## src/rtl/hbdt_pkg.sv

```systemverilog
package hbdt_pkg;

  localparam int unsigned COUNT_BITS_DEF = 16;
  localparam int unsigned DEAD_BITS      = 16;
  localparam logic [DEAD_BITS-1:0] DEAD_TIME_RST = 16'd100;

  // opcode of an input item
  localparam logic OP_TICK = 1'b0;
  localparam logic OP_CTRL = 1'b1;

  // external motor state codes (target_state / motor_state)
  localparam logic [1:0] ST_IDLE = 2'd0;
  localparam logic [1:0] ST_STOP = 2'd1;
  localparam logic [1:0] ST_POS  = 2'd2;
  localparam logic [1:0] ST_NEG  = 2'd3;

  // external dead-time phase codes
  localparam logic [1:0] PH_IDLE = 2'd0;
  localparam logic [1:0] PH_START = 2'd1;
  localparam logic [1:0] PH_RUN  = 2'd2;
  localparam logic [1:0] PH_DONE = 2'd3;

  typedef enum logic [3:0] {
    M_IDLE = 4'b0001,
    M_STOP = 4'b0010,
    M_POS  = 4'b0100,
    M_NEG  = 4'b1000
  } motor_e;

  typedef enum logic [3:0] {
    D_IDLE  = 4'b0001,
    D_START = 4'b0010,
    D_RUN   = 4'b0100,
    D_DONE  = 4'b1000
  } dead_e;

  typedef enum logic [1:0] {
    DR_OFF = 2'd0,
    DR_POS = 2'd1,
    DR_NEG = 2'd2
  } drive_e;

  typedef struct packed {
    logic       opcode;
    logic [1:0] target_state;
    logic       linear_enable;
  } in_item_t;

  typedef struct packed {
    logic [1:0]           motor_state;
    logic [1:0]           bridge_drive;
    logic [1:0]           dead_phase;
    logic [DEAD_BITS-1:0] ticks_left;
    logic                 timer_expired;
  } out_item_t;

  function automatic logic [1:0] motor_code(motor_e s);
    logic [1:0] c;
    case (s)
      M_IDLE:  c = ST_IDLE;
      M_STOP:  c = ST_STOP;
      M_POS:   c = ST_POS;
      M_NEG:   c = ST_NEG;
      default: c = ST_IDLE;
    endcase
    return c;
  endfunction

  function automatic logic [1:0] dead_code(dead_e p);
    logic [1:0] c;
    case (p)
      D_IDLE:  c = PH_IDLE;
      D_START: c = PH_START;
      D_RUN:   c = PH_RUN;
      D_DONE:  c = PH_DONE;
      default: c = PH_IDLE;
    endcase
    return c;
  endfunction

endpackage

```

## src/rtl/hbridge_direction_dead_time_fsm_top.sv

```systemverilog
// Each input transfer writes its result into the output register at the following clock edge.
// One item per cycle while the output is not stalled; the whole state update is a single pass of
// logic (one counter decrement, one compare) into the state and result registers.
// Reset (async, active low): motor idle, drive off, dead-time phase idle,
// countdown zero, expired flag low, dead time 100 ticks, no result pending.
module hbridge_direction_dead_time_fsm_top
  import hbdt_pkg::*;
#(
  parameter int unsigned COUNT_BITS = COUNT_BITS_DEF
) (
  input  logic                 clk_i,
  input  logic                 rst_ni,
  input  logic                 in_valid_i,
  output logic                 in_ready_o,
  input  in_item_t             in_data_i,
  output logic                 out_valid_o,
  input  logic                 out_ready_i,
  output out_item_t            out_data_o,
  input  logic                 cfg_valid_i,
  output logic                 cfg_ready_o,
  input  logic [DEAD_BITS-1:0] cfg_data_i
);

  // Working width wide enough for both the dead-time register and the counter.
  localparam int unsigned WIDE_BITS = (COUNT_BITS > DEAD_BITS) ? COUNT_BITS : DEAD_BITS;
  localparam logic [COUNT_BITS-1:0] CNT_MAX = {COUNT_BITS{1'b1}};

  logic [DEAD_BITS-1:0]  dead_time_q;
  motor_e                state_q, state_d;
  drive_e                drive_q, drive_d;
  dead_e                 phase_q, phase_d;
  logic [COUNT_BITS-1:0] cnt_q, cnt_d;
  logic                  exp_q, exp_d;
  logic                  out_valid_q;
  out_item_t             out_q, out_d;

  logic                  in_xfer;
  logic [COUNT_BITS-1:0] cnt_dec;
  logic [COUNT_BITS-1:0] load_val;
  logic [WIDE_BITS-1:0]  dead_wide;
  logic [WIDE_BITS-1:0]  cnt_wide;

  // Config is always taken; the user must write it only while the block is idle (not enforced here).
  assign cfg_ready_o = 1'b1;

  // Output register parts the two sides: take a new item whenever the held
  // result leaves in the same cycle or there is none.
  assign in_ready_o  = !out_valid_q || out_ready_i;
  assign in_xfer     = in_valid_i && in_ready_o;
  assign out_valid_o = out_valid_q;
  assign out_data_o  = out_q;

  // Dead time saturates to the counter range when the counter is narrow.
  assign dead_wide = WIDE_BITS'(dead_time_q);
  assign load_val  = (dead_wide > WIDE_BITS'(CNT_MAX)) ? CNT_MAX : COUNT_BITS'(dead_wide);
  assign cnt_dec   = cnt_q - COUNT_BITS'(1);

  always_comb begin
    logic [1:0] tgt;
    tgt     = in_data_i.target_state;
    state_d = state_q;
    drive_d = drive_q;
    phase_d = phase_q;
    cnt_d   = cnt_q;
    exp_d   = exp_q;

    if (in_data_i.opcode == OP_TICK) begin
      // millisecond tick: count down, flag on reaching zero
      if (cnt_q != '0) begin
        cnt_d = cnt_dec;
        exp_d = (cnt_dec == '0);
      end
    end else begin
      // disabled: force stop, drive off, restart dead time
      if (!in_data_i.linear_enable) begin
        tgt     = ST_STOP;
        drive_d = DR_OFF;
        state_d = M_STOP;
        phase_d = D_START;
      end
      case (state_d)
        M_IDLE: begin
          if (tgt != ST_IDLE) begin
            drive_d = DR_OFF;
            state_d = M_STOP;
            phase_d = D_START;
          end
        end
        M_STOP: begin
          // dead-time sub-machine; zero dead time completes in this step
          if (phase_d == D_IDLE || phase_d == D_START) begin
            if (dead_time_q == '0) begin
              exp_d = 1'b1;
              cnt_d = '0;
            end else begin
              exp_d = 1'b0;
              cnt_d = load_val;
            end
            phase_d = D_RUN;
          end
          if (phase_d == D_RUN && exp_d) begin
            cnt_d   = '0;
            exp_d   = 1'b0;
            phase_d = D_DONE;
          end
          if (tgt == ST_IDLE) begin
            drive_d = DR_OFF;
            state_d = M_IDLE;
          end else if (tgt == ST_POS && phase_d == D_DONE) begin
            drive_d = DR_POS;
            state_d = M_POS;
          end else if (tgt == ST_NEG && phase_d == D_DONE) begin
            drive_d = DR_NEG;
            state_d = M_NEG;
          end
        end
        M_POS: begin
          if (tgt == ST_IDLE) begin
            drive_d = DR_OFF;
            state_d = M_IDLE;
            phase_d = D_START;
          end else if (tgt != ST_POS) begin
            drive_d = DR_OFF;
            state_d = M_STOP;
            phase_d = D_START;
          end
        end
        default: begin
          // negative drive
          if (tgt == ST_IDLE) begin
            drive_d = DR_OFF;
            state_d = M_IDLE;
            phase_d = D_START;
          end else if (tgt != ST_NEG) begin
            drive_d = DR_OFF;
            state_d = M_STOP;
            phase_d = D_START;
          end
        end
      endcase
    end
  end

  // Result shows the state after the item; ticks are the low bits of the count.
  assign cnt_wide = WIDE_BITS'(cnt_d);

  always_comb begin
    out_d.motor_state   = motor_code(state_d);
    out_d.bridge_drive  = drive_d;
    out_d.dead_phase    = dead_code(phase_d);
    out_d.ticks_left    = cnt_wide[DEAD_BITS-1:0];
    out_d.timer_expired = exp_d;
  end

  always_ff @(posedge clk_i or negedge rst_ni) begin
    if (!rst_ni) begin
      dead_time_q <= DEAD_TIME_RST;
      state_q     <= M_IDLE;
      drive_q     <= DR_OFF;
      phase_q     <= D_IDLE;
      cnt_q       <= '0;
      exp_q       <= 1'b0;
      out_valid_q <= 1'b0;
    end else begin
      if (cfg_valid_i && cfg_ready_o) begin
        dead_time_q <= cfg_data_i;
      end
      if (in_xfer) begin
        state_q <= state_d;
        drive_q <= drive_d;
        phase_q <= phase_d;
        cnt_q   <= cnt_d;
        exp_q   <= exp_d;
      end
      if (in_xfer) begin
        out_valid_q <= 1'b1;
      end else if (out_ready_i) begin
        out_valid_q <= 1'b0;
      end
    end
  end

  // result payload, no reset needed
  always_ff @(posedge clk_i) begin
    if (in_xfer) begin
      out_q <= out_d;
    end
  end

  // bridge is driven only in the matching motion state
  a_drive_state: assert property (@(posedge clk_i) disable iff (!rst_ni)
    (drive_q == DR_POS) |-> (state_q == M_POS))
    else $error("positive drive outside positive state");

  a_drive_neg: assert property (@(posedge clk_i) disable iff (!rst_ni)
    (drive_q == DR_NEG) |-> (state_q == M_NEG))
    else $error("negative drive outside negative state");

  // a completed dead time leaves the timer cleared
  a_done_clear: assert property (@(posedge clk_i) disable iff (!rst_ni)
    (phase_q == D_DONE) |-> (cnt_q == '0 && !exp_q))
    else $error("dead time complete with timer not cleared");

  // a stalled result blocks new transfers
  a_stall: assert property (@(posedge clk_i) disable iff (!rst_ni)
    (out_valid_o && !out_ready_i) |-> !in_ready_o)
    else $error("input taken while result stalled");

  // timer state moves only on an input transfer
  a_cnt_hold: assert property (@(posedge clk_i) disable iff (!rst_ni)
    !in_xfer |=> ($stable(cnt_q) && $stable(exp_q)))
    else $error("timer changed without a transfer");

endmodule

```

## config.mk

```make
export PLATFORM = sky130hd
export DESIGN_NAME = hbridge_direction_dead_time_fsm_top
export DESIGN_NICKNAME = d
export VERILOG_FILES = /design/src/rtl/hbdt_pkg.sv /design/src/rtl/hbridge_direction_dead_time_fsm_top.sv
export SDC_FILE = /design/constraint.sdc
export NUM_CORES = 1
export LEC_CHECK = 0
export ABC_AREA = 1
export BUFFER_PORTS_ARGS = -buffer_cell sky130_fd_sc_hd__buf_4
export CAP_MARGIN = 20
export CORE_MARGIN = 2
export CORE_UTILIZATION = 58
export CTS_CLUSTER_DIAMETER = 50
export CTS_CLUSTER_SIZE = 8
export DETAILED_ROUTE_END_ITERATION = 8
export PLACE_DENSITY = 0.89
export SYNTH_ARGS = -nofsm -noshare
export SYNTH_HDL_FRONTEND = slang
export SYNTH_SLANG_ARGS = --single-unit
```

## constraint.sdc

```tcl
create_clock -name clk_i -period 2.4 [get_ports clk_i]
set_input_delay 0.24 -clock clk_i [delete_from_list [all_inputs] [get_ports clk_i]]
set_output_delay 0.24 -clock clk_i [all_outputs]
set_load 0.01 [all_outputs]
```

; ---- After elaboration in Yosys (flattened, before gate mapping)
; Index checks and enable logic that the tools add are counted.
[totals]
reg_bits = 67
in_bits = 25
out_inout_bits = 26
elab_cells = 103
[classes]
addsub = 1
n_lt_le_gt_ge = 1
n_eq_ne = 17
mux = 59
n_reduce_logical = 13
[op_table]
columns = operator, count
row1 = $mux 16, 7
row2 = $mux 4, 25
row3 = $logic_not 16->1, 2
row4 = $mux 2, 12
row5 = $pmux 4 s3, 2
row6 = $pmux 2 s3, 3
row7 = $eq 4x2->1 const B, 4
row8 = $eq 4x3->1 const B, 4
row9 = $gt 16x16->1 const B, 1
row10 = $reduce_bool 16->1, 1
row11 = $sub 16x1->16 const B, 1
row12 = $eq 4x4->1 const B, 3
row13 = $mux 1, 10
row14 = $eq 4x1->1 const B, 2
row15 = $eq 2x2->1 const B, 2
row16 = $logic_and 1x1->1, 4
row17 = $ne 2x2->1 const B, 2
row18 = $reduce_bool 2->1, 2
row19 = $logic_not 2->1, 1
row20 = $logic_or 1x1->1, 2
row21 = $logic_not 1->1, 1

; ---- Depth between registers and ports, before layout
[depth]
word_depth = 21
mapped_depth = 19
depth_no_buf = 19

; ---- Least setup slack after synthesis
; Ideal clock, no wire load.
[synth_path]
path_type = register to register
startpoint = register out_valid_q (netlist: out_valid_o)
endpoint = register out_q, in the netlist out_data_o[0] (enable)
setup_time_ns = 0.395
arrival_time_ns = 1.921
required_time_ns = 2.005
slack_ns = 0.084
stages_incl_launch_ff = 6
n_path_buf = 2
period_less_slack_ns = 2.316
path_cell_list = dfrtp_1 > nand2_1 > nand2_1 > inv_1 > clkbuf_1 > clkbuf_1
[synth_via]
elab_chain_cells = 3
[synth_lines]
columns = element, line
row1 = start: declaration, hbridge_direction_dead_time_fsm_top.sv:34  ; logic out_valid_q;
row2 = start signal: assignment, hbridge_direction_dead_time_fsm_top.sv:163  ; out_valid_q <= 1'b0;
row3 = start signal: assignment, hbridge_direction_dead_time_fsm_top.sv:176  ; out_valid_q <= 1'b1;
row4 = start signal: assignment, hbridge_direction_dead_time_fsm_top.sv:178  ; out_valid_q <= 1'b0;
row5 = $logic_not 1->1, hbridge_direction_dead_time_fsm_top.sv:48  ; assign in_ready_o = !out_valid_q || out_ready_i;
row6 = $logic_or 1x1->1, hbridge_direction_dead_time_fsm_top.sv:48
row7 = net in_ready_o, hbridge_direction_dead_time_fsm_top.sv:14  ; output logic in_ready_o,
row8 = $logic_and 1x1->1, hbridge_direction_dead_time_fsm_top.sv:49  ; assign in_xfer = in_valid_i && in_ready_o;
row9 = net in_xfer, hbridge_direction_dead_time_fsm_top.sv:37  ; logic in_xfer;
row10 = end signal: assignment, hbridge_direction_dead_time_fsm_top.sv:186  ; out_q <= out_d;
row11 = end: declaration, hbridge_direction_dead_time_fsm_top.sv:35  ; out_item_t out_q, out_d;
; The timed path passes the listed nets, and every way through them passes these cells.
; A chain may end at the register's enable or synchronous reset.

; ---- Worst setup path after layout
[layout_path]
startpoint = register phase_q[0]
endpoint = register cnt_q[7]
[layout_via]
elab_chain_cells = 12
elab_cells_between_ends = 17
classes_between = eq/ne (3) / mux (12) / reduce/logical (2)
[layout_lines]
columns = element, line
row1 = start: declaration, hbridge_direction_dead_time_fsm_top.sv:31  ; dead_e phase_q, phase_d;
row2 = start signal: assignment, hbridge_direction_dead_time_fsm_top.sv:171  ; phase_q <= phase_d;
row3 = $mux 4 *, hbridge_direction_dead_time_fsm_top.sv:75  ; if (!in_data_i.linear_enable) begin
row4 = $mux 4 *, hbridge_direction_dead_time_fsm_top.sv:67  ; if (in_data_i.opcode == OP_TICK) begin
row5 = $eq 4x1->1 or $eq 4x2->1 (tied branches), hbridge_direction_dead_time_fsm_top.sv:91  ; if (phase_d == D_IDLE || phase_d == D_START) begin
row6 = $logic_or 1x1->1, hbridge_direction_dead_time_fsm_top.sv:91
row7 = $mux 4, hbridge_direction_dead_time_fsm_top.sv:91
row8 = $mux 4, hbridge_direction_dead_time_fsm_top.sv:81  ; case (state_d)
row9 = $mux 4, hbridge_direction_dead_time_fsm_top.sv:67
row10 = $eq 4x3->1, hbridge_direction_dead_time_fsm_top.sv:101  ; if (phase_d == D_RUN && exp_d) begin
row11 = $logic_and 1x1->1, hbridge_direction_dead_time_fsm_top.sv:101
row12 = $mux 16 *, hbridge_direction_dead_time_fsm_top.sv:101
row13 = $mux 16 *, hbridge_direction_dead_time_fsm_top.sv:81
row14 = $mux 16 *, hbridge_direction_dead_time_fsm_top.sv:67
row15 = net cnt_d[7], hbridge_direction_dead_time_fsm_top.sv:32  ; logic [COUNT_BITS-1:0] cnt_q, cnt_d;
row16 = end signal: assignment, hbridge_direction_dead_time_fsm_top.sv:172  ; cnt_q <= cnt_d;
row17 = end: declaration, hbridge_direction_dead_time_fsm_top.sv:32
; The timed path passes the listed nets; every way through them passes the cells marked *. The select of a mux whose other input is x is not followed.

==> flow_summary.json <==
{
  "drive_gt1_frac": 0.300,
  "grt_pass1_vias": 3489,
  "synth_top_family_by_area": "simple AND/OR/NAND/NOR gates",
  "multi_input_area_mm2": 0.00201,
  "critical_path_class": "flip-flop to flip-flop",
  "synth.area.top_cells": "dfrtp_1 (24%), edfxtp_1 (17%), nand2_1 (9.4%)",
  "hold_start": "cfg_data_i[15]",
  "r2r_setup_slack_ps": 120,
  "vias": 3717,
  "grt_usage": 0.273,
  "async_flop_share": 0.657,
  "grt_max_degree": 61,
  "vias_per_cell": 5.78,
  "cp-start-kind": "flip-flop",
  "min_to": "dead_time_q[15]",
  "clk_latency_ps": 340,
  "cts-buffers-inserted": 9,
  "synth_compound_area_frac": 0.156,
  "drtPass1Iterations": 7,
  "syn_avg_cell_area_um2": 8.41,
  "end_kind": "flip-flop",
  "initial_utilization": 0.599,
  "num_rows": 30,
  "crit_path_max_fanout": 8,
  "place_congestion": 0.982,
  "antenna_cells": 0,
  "hold_class": "input pin to flip-flop",
  "antenna_found_initial": 0,
  "cp_data_arrival_time_ps": 2500,
  "dp_hpwl_um": 7120,
  "gr-total-overflow": 0,
  "cts_tree": "yes",
  "die_x_um": 87.8,
  "die_area_mm2": 0.00771,
  "clkSinkCount": 67,
  "clk_pin_slew_ps": 70,
  "max_slew_margin": 0.486,
  "h-tree-depth": 3,
  "ff_latch_area_mm2": 0.00180,
  "area_delta_synth_final_pct": 18.3,
  "vdd_drop_max_mv": 0.382,
  "placement.io_buffers": 49,
  "synth-simple-area-share": 0.253,
  "status": "complete, no violations",
  "fin_crit_sh": 0.951,
  "grt_pass1_wl_um": 16200,
  "fill_cells": 521,
  "avgRoutedWirePerCell_um": 15.7,
  "hold_violations": 0,
  "die_h_um": 87.8,
  "min_period_ps": 2280,
  "min_path_cells": 2,
  "rsz0062_at_grt": "yes",
  "p_leak_nw": 2.17,
  "synth_top_area_share": 0.240,
  "skew_ps": 10.4,
  "powerDensity_mw_per_mm2": 923,
  "worstPathRequired_ps": 2620,
  "worst_pin_slew_ps": 771,
  "drcViolationCount": 0,
  "drt_iter0_drc": 358,
  "cap_viol_max_count": 0,
  "setup_viol": 0,
  "r2r.worst_path.cells": 15,
  "synth-seq-cells": 67,
  "synth_fp_nets": 512,
  "ys.flop_type": "dfrtp_1",
  "io_pins": 51,
  "synthAdderAreaFrac": 0.00922,
  "clock_path_buffers": 2,
  "postLayoutCellArea_mm2": 0.00481,
  "r2r-start": "phase_q[0]",
  "synth-seq-area-share": 0.442,
  "synth_xor_area_frac": 0.0215,
  "synth_cells": 484,
  "synth_edf_count": 23,
  "root_buffer": "clkbuf_8",
  "nNetsFinal": 570,
  "finalPower_mw": 4.44,
  "slew_violations": 0,
  "synth.distinct_cells": 47,
  "placed_cell_area_mm2": 0.00453,
  "finalWirelength_um": 10100,
  "regToRegEndpoint": "cnt_q[7]",
  "ant_nets": 0,
  "yosysTopAreaCell": "dfrtp_1",
  "core_area_mm2": 0.00679,
  "yosysWarnings": 0,
  "synth.area.mux_share": 0.0443,
  "syn_area_mm2": 0.00407,
  "clock.fmax_mhz": 438
}
[metrics by stage]
stage               setup WS (ps)  std cells  setup TNS [ps]  utilization  hold WS [ps]
floorplan                    83.9        484               0            -         -55.6
global placement              277        618               0        0.667           273
detailed placement            192        618               0        0.667           290
CTS                           110        635               0        0.693           121
global route                -83.2        643            -242        0.709           116
finish                        118        643               0        0.709           129
[critical path: stages (launching register included)]
cell and delay (ps):
dfstp_2 550, nand2_2 70, inv_2 70, nand2_1 60, nand2_2 70, nand2_2 100
buf_4 160, nand2_2 90, nand3_1 130, nor2_2 190, o21ai_4 140, buf_12 160
a22oi_2 120, o22ai_2 90, nand2_1 100, o21ai_1 70
[flip-flops by register name, indices dropped and copies added (netlist names)]
name,flops
phase_q,4
drive_q,2
state_q,4
cnt_q,16
out_data_o,23
dead_time_q,16
out_valid_o,1
exp_q,1
[cells in the final DEF (no fill, tap or decap), types with 3 or more instances in the layout]
master	n
o21ai_1	18
clkbuf_8	10
mux2_2	16
nor2_1	30
a21oi_2	7
dfstp_2	5
buf_4	60
nor3_1	6
ha_1	3
nand2_2	12
nand4_1	7
nor2_2	5
nand3_4	3
or2_2	4
edfxtp_1	23
dfrtp_1	39
nand2_1	100
inv_2	13
xor2_1	9
clkinv_2	3
clkbuf_1	3
nor2_4	5
o211ai_1	4
inv_1	46
nand3_1	28
o21ai_0	28
a22oi_2	4
nor3_2	3
a21oi_1	24
a22oi_1	3
[cells in the mapped netlist, types with 3 or more instances]
library cell,n
a21oi_1,24
a21oi_2,7
a22oi_1,4
a22oi_2,3
clkbuf_1,11
dfrtp_1,39
dfstp_2,5
edfxtp_1,23
ha_1,3
inv_1,48
inv_2,11
mux2_2,16
nand2_1,102
nand2_2,10
nand3_1,28
nand3_2,3
nand4_1,7
nor2_1,31
nor2_2,4
nor2_4,5
nor3_1,6
nor3_2,3
o211ai_1,4
o21ai_0,28
o21ai_1,18
or2_2,4
xor2_1,9
[what timing repair did]
item | 4_1_cts | 5_1_grt
resized for setup | 0 | 8
setup buffers | 0 | 8
endpoints found under the hold margin | 39 | 0
hold buffers | 1 | 0
endpoints found under the setup margin | 0 | 7
[kinds of logic after synthesis]
logic type	Yosys count
buffers and inverters	75
multiplexers	16
AND/OR/NAND/NOR	211
flip-flops	67
other	1
adder cells (fa/ha/maj)	3
AO/OA/AOI/OAI	101
XOR/XNOR	10
[metal layers]
layer	global-route usage	share of wire	vias up
li1	-	-	1737
met1	0.371	0.43	1714
met2	0.426	0.47	227
met3	0.0471	0.077	39
met4	0.133	0.027	0
met5	0	0	-
[worst max-delay path by stage]
stage                     start  slack (ps)        endpoint  cells past startpoint
floorplan           out_valid_o          80   out_data_o[0]                      5
global placement     phase_q[0]         280  out_data_o[21]                     17
detailed placement   phase_q[0]         190  out_data_o[22]                     19
CTS                  phase_q[0]         110  out_data_o[22]                     19
global route         phase_q[0]         -80  out_data_o[22]                     19
finish               phase_q[0]         120        cnt_q[7]                     15
[final cells by class]
cell class              count  share of cell area
multi-input cells         342               0.418
well taps                  96              0.0249
flip-flops and latches     67               0.373
clock buffers              13              0.0309
repair buffers             63               0.104
clock inverters             3             0.00312
inverters                  59              0.0460
[power by group]
part           leakage, nW  total (mW)  switching, mW  internal [mW]
logic                 1.33        1.92           1.18          0.736
clock network       0.0872       0.815          0.416          0.399
registers            0.760        1.71          0.237           1.48
Note: power is estimated with default switching activity, not from simulation.
